==> src/assert_macros.svh <==
// Assertion macros shared by the LCD line timing block.
// Needs nothing else; include by bare file name.
`ifndef ASSERT_MACROS_SVH
`define ASSERT_MACROS_SVH

// Same-cycle implication, checked outside reset.
`define LLTM_ASSERT_IMP(label, clk, rst_n, ante, cons) \
    label: assert property (@(posedge clk) disable iff (!rst_n) (ante) |-> (cons)) \
        else $error("lltm: same-cycle implication failed");

// Next-cycle implication, checked outside reset.
`define LLTM_ASSERT_NEXT(label, clk, rst_n, ante, cons) \
    label: assert property (@(posedge clk) disable iff (!rst_n) (ante) |=> (cons)) \
        else $error("lltm: next-cycle implication failed");

`endif

==> src/lltm_pkg.sv <==
// Shared types and timing constants for the LCD line timing block.
// No dependencies.
package lltm_pkg;

    localparam int LINE_W = 8;
    localparam int CD_W   = 10;
    localparam int CYC_W  = 8;

    localparam logic [CD_W-1:0] LINE_CYCLES   = 10'd456;
    localparam logic [CD_W-1:0] OAM_CYCLES    = 10'd80;
    localparam logic [CD_W-1:0] DRAW_CYCLES   = 10'd172;
    localparam logic [CD_W-1:0] OAM_START     = LINE_CYCLES - OAM_CYCLES;
    localparam logic [CD_W-1:0] DRAW_START    = LINE_CYCLES - OAM_CYCLES - DRAW_CYCLES;
    localparam logic [LINE_W-1:0] VISIBLE_LINES = 8'd144;
    localparam logic [LINE_W-1:0] WRAP_LINE     = 8'd153;

    typedef enum logic [1:0] {
        MODE_HBLANK = 2'd0,
        MODE_VBLANK = 2'd1,
        MODE_OAM    = 2'd2,
        MODE_DRAW   = 2'd3
    } lcd_mode_t;

    typedef enum logic [2:0] {
        REG_DISPLAY_EN  = 3'd0,
        REG_HBLANK_IE   = 3'd1,
        REG_VBLANK_IE   = 3'd2,
        REG_OAM_IE      = 3'd3,
        REG_COMPARE_IE  = 3'd4,
        REG_COMPARE_LN  = 3'd5
    } cfg_index_t;

    typedef struct packed {
        logic              display_enable;
        logic              hblank_irq_enable;
        logic              vblank_irq_enable;
        logic              oam_irq_enable;
        logic              compare_irq_enable;
        logic [LINE_W-1:0] compare_line;
    } cfg_t;

    typedef struct packed {
        lcd_mode_t         mode;
        logic [LINE_W-1:0] line;
        logic              coincidence;
        logic              status_irq;
        logic              vblank_irq;
        logic              draw_request;
    } result_t;

endpackage

==> src/lltm_cfg.sv <==
// Configuration register file of the LCD line timing block.
// Depends on lltm_pkg.
module lltm_cfg
    import lltm_pkg::*;
(
    input  logic        clk,
    input  logic        rst_n,
    input  logic        wr_en,
    input  logic [2:0]  wr_index,
    input  logic [7:0]  wr_data,
    output cfg_t        cfg
);

    cfg_t cfg_reg;
    cfg_t cfg_next;

    always_comb
    begin
        cfg_next = cfg_reg;
        if (wr_en)
        begin
            unique case (cfg_index_t'(wr_index))
                REG_DISPLAY_EN:  cfg_next.display_enable     = wr_data[0];
                REG_HBLANK_IE:   cfg_next.hblank_irq_enable  = wr_data[0];
                REG_VBLANK_IE:   cfg_next.vblank_irq_enable  = wr_data[0];
                REG_OAM_IE:      cfg_next.oam_irq_enable     = wr_data[0];
                REG_COMPARE_IE:  cfg_next.compare_irq_enable = wr_data[0];
                REG_COMPARE_LN:  cfg_next.compare_line       = wr_data;
                default:         cfg_next = cfg_reg;
            endcase
        end
    end

    // display on after reset, everything else clear
    always_ff @(posedge clk or negedge rst_n)
    begin
        if (!rst_n)
        begin
            cfg_reg <= '{display_enable: 1'b1, default: '0};
        end
        else
        begin
            cfg_reg <= cfg_next;
        end
    end

    assign cfg = cfg_reg;

endmodule

==> src/lltm_core.sv <==
// Line/mode state and the single-pass tick update of the LCD timing block.
// Depends on lltm_pkg.
module lltm_core
    import lltm_pkg::*;
(
    input  logic             clk,
    input  logic             rst_n,
    input  logic             step,
    input  logic [CYC_W-1:0] cycles,
    input  cfg_t             cfg,
    output result_t          result
);

    logic [LINE_W-1:0] line_count_reg, line_count_next;
    logic [CD_W-1:0]   countdown_reg, countdown_next;
    lcd_mode_t         mode_state_reg, mode_state_next;
    logic              coin_reg, coin_next;

    lcd_mode_t         cur_mode;
    logic              want_irq;
    logic              line_match;
    logic [CD_W:0]     diff;
    logic              expired;
    logic [LINE_W-1:0] line_inc;

    always_comb
    begin
        line_count_next = line_count_reg;
        countdown_next  = countdown_reg;
        mode_state_next = mode_state_reg;
        coin_next       = coin_reg;
        result          = '0;
        cur_mode        = MODE_HBLANK;
        want_irq        = 1'b0;
        line_match      = (line_count_reg == cfg.compare_line);
        diff            = {1'b0, countdown_reg} - {{(CD_W+1-CYC_W){1'b0}}, cycles};
        expired         = diff[CD_W] || (diff == '0);
        line_inc        = line_count_reg + 1'b1;

        if (!cfg.display_enable)
        begin
            line_count_next    = '0;
            countdown_next     = LINE_CYCLES;
            mode_state_next    = MODE_VBLANK;
            result.mode        = MODE_VBLANK;
            result.line        = '0;
            result.coincidence = coin_reg;
        end
        else
        begin
            priority if (line_count_reg >= VISIBLE_LINES)
            begin
                cur_mode = MODE_VBLANK;
                want_irq = cfg.vblank_irq_enable;
            end
            else if (countdown_reg >= OAM_START)
            begin
                cur_mode = MODE_OAM;
                want_irq = cfg.oam_irq_enable;
            end
            else if (countdown_reg >= DRAW_START)
            begin
                cur_mode = MODE_DRAW;
            end
            else
            begin
                cur_mode = MODE_HBLANK;
                want_irq = cfg.hblank_irq_enable;
            end

            mode_state_next    = cur_mode;
            coin_next          = line_match;
            result.mode        = cur_mode;
            result.coincidence = line_match;
            result.status_irq  = (want_irq && (cur_mode != mode_state_reg))
                               || (line_match && cfg.compare_irq_enable);

            if (expired)
            begin
                countdown_next  = LINE_CYCLES;
                line_count_next = line_inc;
                priority if (line_inc == VISIBLE_LINES)
                    result.vblank_irq = 1'b1;
                else if (line_inc >= WRAP_LINE)
                    line_count_next = '0;
                else if (line_inc < VISIBLE_LINES)
                    result.draw_request = 1'b1;
                else
                    line_count_next = line_inc;
            end
            else
            begin
                countdown_next = diff[CD_W-1:0];
            end
            result.line = line_count_next;
        end
    end

    always_ff @(posedge clk or negedge rst_n)
    begin
        if (!rst_n)
        begin
            line_count_reg <= '0;
            countdown_reg  <= LINE_CYCLES;
            mode_state_reg <= MODE_HBLANK;
            coin_reg       <= 1'b0;
        end
        else if (step)
        begin
            line_count_reg <= line_count_next;
            countdown_reg  <= countdown_next;
            mode_state_reg <= mode_state_next;
            coin_reg       <= coin_next;
        end
    end

endmodule

==> src/lltm_top_dummy_placeholder_unused.sv <==
// Register stage helper: input word register for the LCD timing block.
// Depends on lltm_pkg.
module lltm_in_stage
    import lltm_pkg::*;
(
    input  logic             clk,
    input  logic             rst_n,
    input  logic             load,
    input  logic             drain,
    input  logic [CYC_W-1:0] cycles_in,
    output logic             valid,
    output logic [CYC_W-1:0] cycles_out
);

    logic             valid_reg;
    logic [CYC_W-1:0] cycles_reg;

    always_ff @(posedge clk or negedge rst_n)
    begin
        if (!rst_n)
            valid_reg <= 1'b0;
        else if (load)
            valid_reg <= 1'b1;
        else if (drain)
            valid_reg <= 1'b0;
    end

    always_ff @(posedge clk)
    begin
        if (load)
            cycles_reg <= cycles_in;
    end

    assign valid      = valid_reg;
    assign cycles_out = cycles_reg;

endmodule

==> src/lcd_line_timing_status.sv <==
// LCD line timing and status block, top level.
// Uses lltm_pkg, lltm_cfg, lltm_in_stage, lltm_core and assert_macros.svh.
//
// Channels:
//   tick   : tick_valid / tick_stall with cycles, one word per elapsed-cycle tick.
//   result : res_valid / res_stall with mode, line, coincidence, status_irq,
//            vblank_irq, draw_request; exactly one result word per tick word.
//   cfg    : cfg_valid / cfg_ready with cfg_index and cfg_data; cfg_ready is
//            always high. Write only while the block is idle.
// Flow: a tick word accepted into the input register is evaluated and lands
//   in the result register on advance; res_valid is high until that word is
//   taken. Throughput is one word per cycle while res_stall does not hold the
//   result; the single compare/subtract pass lies between the two registers.
// Reset: line 0, countdown 456, mode state 0, display on, interrupts off,
//   both word registers empty.
// Stall: while res_stall holds a waiting result, one more tick word can be
//   taken into the input register; then tick_stall rises until the result
//   is taken. No word is lost or repeated.
module lcd_line_timing_status
    import lltm_pkg::*;
(
    input  logic             clk,
    input  logic             rst_n,
    // tick channel
    input  logic             tick_valid,
    output logic             tick_stall,
    input  logic [CYC_W-1:0] cycles,
    // result channel
    output logic             res_valid,
    input  logic             res_stall,
    output logic [1:0]       mode,
    output logic [LINE_W-1:0] line,
    output logic             coincidence,
    output logic             status_irq,
    output logic             vblank_irq,
    output logic             draw_request,
    // configuration channel
    input  logic             cfg_valid,
    output logic             cfg_ready,
    input  logic [2:0]       cfg_index,
    input  logic [7:0]       cfg_data
);

`include "assert_macros.svh"

    cfg_t             cfg;
    logic             s1_valid;
    logic [CYC_W-1:0] s1_cycles;
    logic             advance;
    logic             tick_take;
    result_t          core_result;
    result_t          res_reg;
    logic             res_valid_reg;

    assign cfg_ready = 1'b1;

    lltm_cfg u_cfg (
        .clk      (clk),
        .rst_n    (rst_n),
        .wr_en    (cfg_valid && cfg_ready),
        .wr_index (cfg_index),
        .wr_data  (cfg_data),
        .cfg      (cfg)
    );

    // Input word moves on when the result register is free or being emptied.
    assign advance    = s1_valid && (!res_valid_reg || !res_stall);
    assign tick_stall = s1_valid && !advance;
    assign tick_take  = tick_valid && !tick_stall;

    lltm_in_stage u_in (
        .clk        (clk),
        .rst_n      (rst_n),
        .load       (tick_take),
        .drain      (advance),
        .cycles_in  (tick_valid ? cycles : s1_cycles),
        .valid      (s1_valid),
        .cycles_out (s1_cycles)
    );

    lltm_core u_core (
        .clk    (clk),
        .rst_n  (rst_n),
        .step   (advance),
        .cycles (s1_cycles),
        .cfg    (cfg),
        .result (core_result)
    );

    // Result register: filled on advance, emptied when taken.
    always_ff @(posedge clk or negedge rst_n)
    begin
        if (!rst_n)
            res_valid_reg <= 1'b0;
        else if (advance)
            res_valid_reg <= 1'b1;
        else if (!res_stall)
            res_valid_reg <= 1'b0;
    end

    always_ff @(posedge clk)
    begin
        if (advance)
            res_reg <= core_result;
    end

    assign res_valid    = res_valid_reg;
    assign mode         = res_reg.mode;
    assign line         = res_reg.line;
    assign coincidence  = res_reg.coincidence;
    assign status_irq   = res_reg.status_irq;
    assign vblank_irq   = res_reg.vblank_irq;
    assign draw_request = res_reg.draw_request;

    // Line never reaches the wrap value once reported.
    `LLTM_ASSERT_IMP(a_line_range, clk, rst_n, res_valid, line < WRAP_LINE)
    // Vblank and draw requests come from exclusive branches of the line advance.
    `LLTM_ASSERT_IMP(a_irq_excl, clk, rst_n, res_valid, !(vblank_irq && draw_request))
    // Vblank interrupt only on entering the first blank line.
    `LLTM_ASSERT_IMP(a_vbl_line, clk, rst_n, res_valid && vblank_irq, line == VISIBLE_LINES)
    // A stalled input word is evaluated as soon as the result side frees up.
    `LLTM_ASSERT_NEXT(a_no_strand, clk, rst_n, s1_valid && !res_stall, res_valid)

endmodule
==> config.mk <==
export PLATFORM = sky130hd
export DESIGN_NAME = lcd_line_timing_status
export DESIGN_NICKNAME = d
export VERILOG_FILES = /design/src/lltm_pkg.sv /design/src/lltm_cfg.sv /design/src/lltm_core.sv /design/src/lltm_top_dummy_placeholder_unused.sv /design/src/lcd_line_timing_status.sv
export VERILOG_INCLUDE_DIRS = /design/src /design/src/src
export SDC_FILE = /design/constraint.sdc
export NUM_CORES = 1
export LEC_CHECK = 0
export ABC_CLOCK_PERIOD_IN_PS = 4300
export BUFFER_PORTS_ARGS = -buffer_cell sky130_fd_sc_hd__buf_2
export CAP_MARGIN = 30
export CORE_AREA = 2 2 78 80
export DETAILED_ROUTE_END_ITERATION = 8
export DIE_AREA = 0 0 80 82
export PLACE_DENSITY = 0.8
export RECOVER_POWER = 100
export SYNTH_ARGS = -nofsm -noshare
export SYNTH_HDL_FRONTEND = slang
export SYNTH_SLANG_ARGS = --single-unit
==> constraint.sdc <==
create_clock -name clk -period 4.3 [get_ports clk]
set_input_delay 0.215 -clock clk [delete_from_list [all_inputs] [get_ports clk]]
set_output_delay 0.215 -clock clk [all_outputs]
set_load 0.1 [all_outputs]
==> impl_metrics.ini <==
[finish]
largest_reg_flops = 13
nets = 391
register_area_mm2 = 0.00157
antenna_cells = 0
syn2layout_area_growth_pct = 10.2
fillerInstances = 495
multi_input_area_mm2 = 0.00150
drive_above_1_share_pct = 15.8

[timing]
tns_ns = 0
setup_viol = 0
fin_crit_ns = 3.42
finalHoldViolCount = 0
slew_headroom_pct = -26.7
fin_hold_ws_ns = 0.0501
max_freq_mhz = 292
rsz0062_at_grt = no
slew_viol_final = 37
fin_skew_ns = 0.00878
fin_crit_sh_pct = 79.6
tightestPinTransition_ns = 1.90

[critical_path]
ff2ff_setup_slack_ns = 0.88
r2r-start = u_core.countdown_reg[0]
worst-path-buf-inv = 2
startpoint = u_core.countdown_reg[0]
crit_family = compound AO/OA/AOI/OAI gates
timing.critical_path.arrival_ns = 3.65
cp_cell_sequence = inv_1 -> ha_1 -> inv_1 -> fa_1 -> a21o_1 -> a221oi_1 -> xnor2_1 -> a211oi_1 -> o2111a_2 -> a21o_1 -> nand3_1 -> o311ai_0
reg2reg_to = u_core.line_count_reg[6]
worstPathMaxFanout = 14
start_kind = flop
cp-end-kind = flop
cp_slowest_stage_delay_ns = 0.42
r2r_cells = 12
endpoint = u_core.line_count_reg[6]
worstPathRequired_ns = 4.52
cp.depth = 12
critPathSlowestCell = fa_1
worst-setup-path-type = reg -> reg

[synth]
ys_ff_latch = 58
synth_cell_types = 66
synth_edf_count = 22
yosys.cell_count.top_type = nand2_1
syn_nets = 354
netlist_area_mm2 = 0.00330
synth_seq_area_share_pct = 47.6
yosys_warnings = 0
syn_inst = 319
synth_ff_type = dfrtp_1
synth_top_area_share_pct = 23.5
synth.largest_area_cell = dfrtp_1
ys_top_cells_by_area = dfrtp_1 24%, edfxtp_1 20%, mux2_2 4.4%
syn_avg_cell_area_um2 = 10.3
synthArstFlopShare_pct = 62.1
yosys-top-cells-count = 34 x nand2_1, 31 x dfrtp_1, 24 x inv_1

[global_route]
grt_max_degree = 37
grt_overflow_total = 0
grt_usage_pct = 22.9
grt_pass1_vias = 2427
grt_pass1_wl_um = 11400
antenna_found_initial = 0

[clock_tree]
cts_resized = 0
clock_latency_ns = 0.34
path_clk_slew_ns = 0.07
cts_buffers = 9
cts_setup_buffers = 0
hold_buffers = 1
cts_tree = done
cts_root_buf = clkbuf_8
cts.sinks = 58
clk_path_buf_depth = 2
h-tree-depth = 3

[drt]
drtAntennaViolNets = 0
drcViolationCount = 0
viasPerCell = 5.96
wirelength_um = 6910
vias = 2597
dr.pass1.iters = 5
routedWlPerCell_um = 15.8
drt_iter0_markers = 294

[job]
drv_cap = 1

[outcome]
failed_checks = max-capacitance violations, max-slew violations
outcome = complete, but fails checks

[die]
core-area_mm2 = 0.00575
die_x_um = 80
initial_core_util_pct = 57.4
std_cell_rows = 28
io_pins = 41
dieArea_mm2 = 0.00656
dieHeight_um = 82

[placement]
dp_hpwl_um = 4950
io_buffer_count = 39
gp_congestion = 0.916

[worst_hold_path]
worstHoldPathType = in -> reg

[pwr]
p_leak_nw = 1.50
ir_drop_v = 0.000309
power_density_mw_per_mm2 = 605
==> worst min path at each step <==
| stage | from | end | depth (start not counted) |
|---|---|---|---|
| after floorplan | rst_n | res_valid | 0 |
| after global placement | rst_n | u_core.line_count_reg[6] | 1 |
| after detailed placement | rst_n | u_core.line_count_reg[6] | 1 |
| after CTS | cycles[1] | u_in.cycles_out[1] | 1 |
| after global routing | cycles[2] | u_in.cycles_out[2] | 1 |
| final | cycles[1] | u_in.cycles_out[1] | 1 |
==> worst reg2reg max path: cells and delay by family (launching register included) <==
family / cells / cell delay (ns)
compound gates: 6 / 1.83
xor+xnor: 1 / 0.14
fa+ha+maj: 2 / 0.61
buf+inv: 2 / 0.14
flops: 1 / 0.36
simple gates: 1 / 0.24
==> area by class of cell <==
| cell class | instances | area share [%] |
|---|---|---|
| clock inverter | 3 | 1.10 |
| timing repair buffer | 41 | 5.10 |
| sequential | 58 | 43.2 |
| inverter | 24 | 2.48 |
| clock buffer | 13 | 4.37 |
| multi-input combinational | 222 | 41.2 |
| tap | 75 | 2.58 |
==> where the power goes <==
| part | switching (mW) | internal, mW | leakage (nW) |
|---|---|---|---|
| clock | 0.212 | 0.298 | 0.103 |
| combinational | 0.534 | 0.297 | 0.740 |
| sequential | 0.144 | 0.714 | 0.659 |
==> cell usage in the layout, fill, tap and decap left out, types with 5 or more instances in the layout <==
master,synthesis,routed
nor2_1,14,15
ha_1,10,10
or3_1,5,5
buf_2,4,20
nand3_1,9,10
o22ai_1,5,5
clkbuf_1,9,22
and3_1,5,5
o31ai_1,4,5
o21ai_0,15,15
mux2_2,13,13
nand2_1,34,34
dfrtp_1,31,31
nor3_1,9,9
inv_1,24,24
a21oi_1,12,14
xnor2_1,12,12
edfxtp_1,22,22
clkbuf_8,0,11
==> metrics by stage <==
stage | setup slack, ns | area (µm²) | power (mW) | instances | util (%)
floorplan | 1.60 | 3300 | 1.55 | 319 | -
global placement | 1.50 | 3520 | 1.70 | 419 | 61.2
detailed placement | 1.39 | 3520 | 1.72 | 419 | 61.2
CTS | 1.37 | 3730 | 2.24 | 436 | 64.9
global route | 0.607 | 3630 | 2.33 | 436 | 63.2
finish | 0.875 | 3630 | 2.20 | 436 | 63.2
==> per-layer routing <==
layer | track usage, % | vias up | share of wire (%)
met5 | 0 | - | 0
met4 | 10.0 | 0 | 2.3
met3 | 6.48 | 20 | 4.9
met2 | 34.8 | 93 | 47
met1 | 30.9 | 1250 | 46
li1 | - | 1234 | -
==> kinds of logic (layout without fill, tap and decap cells) <==
family | after synthesis | in the layout | synth area share, %
flops | 58 | 58 | 47.6
mux | 14 | 14 | 4.74
simple gates | 101 | 101 | 15.5
buf+inv | 39 | 81 | 5.05
xor+xnor | 15 | 15 | 3.98
other cells | 1 | 1 | 0.114
fa+ha+maj | 11 | 11 | 4.40
compound gates | 80 | 80 | 18.6
Power figures use the tool's default switching activity.
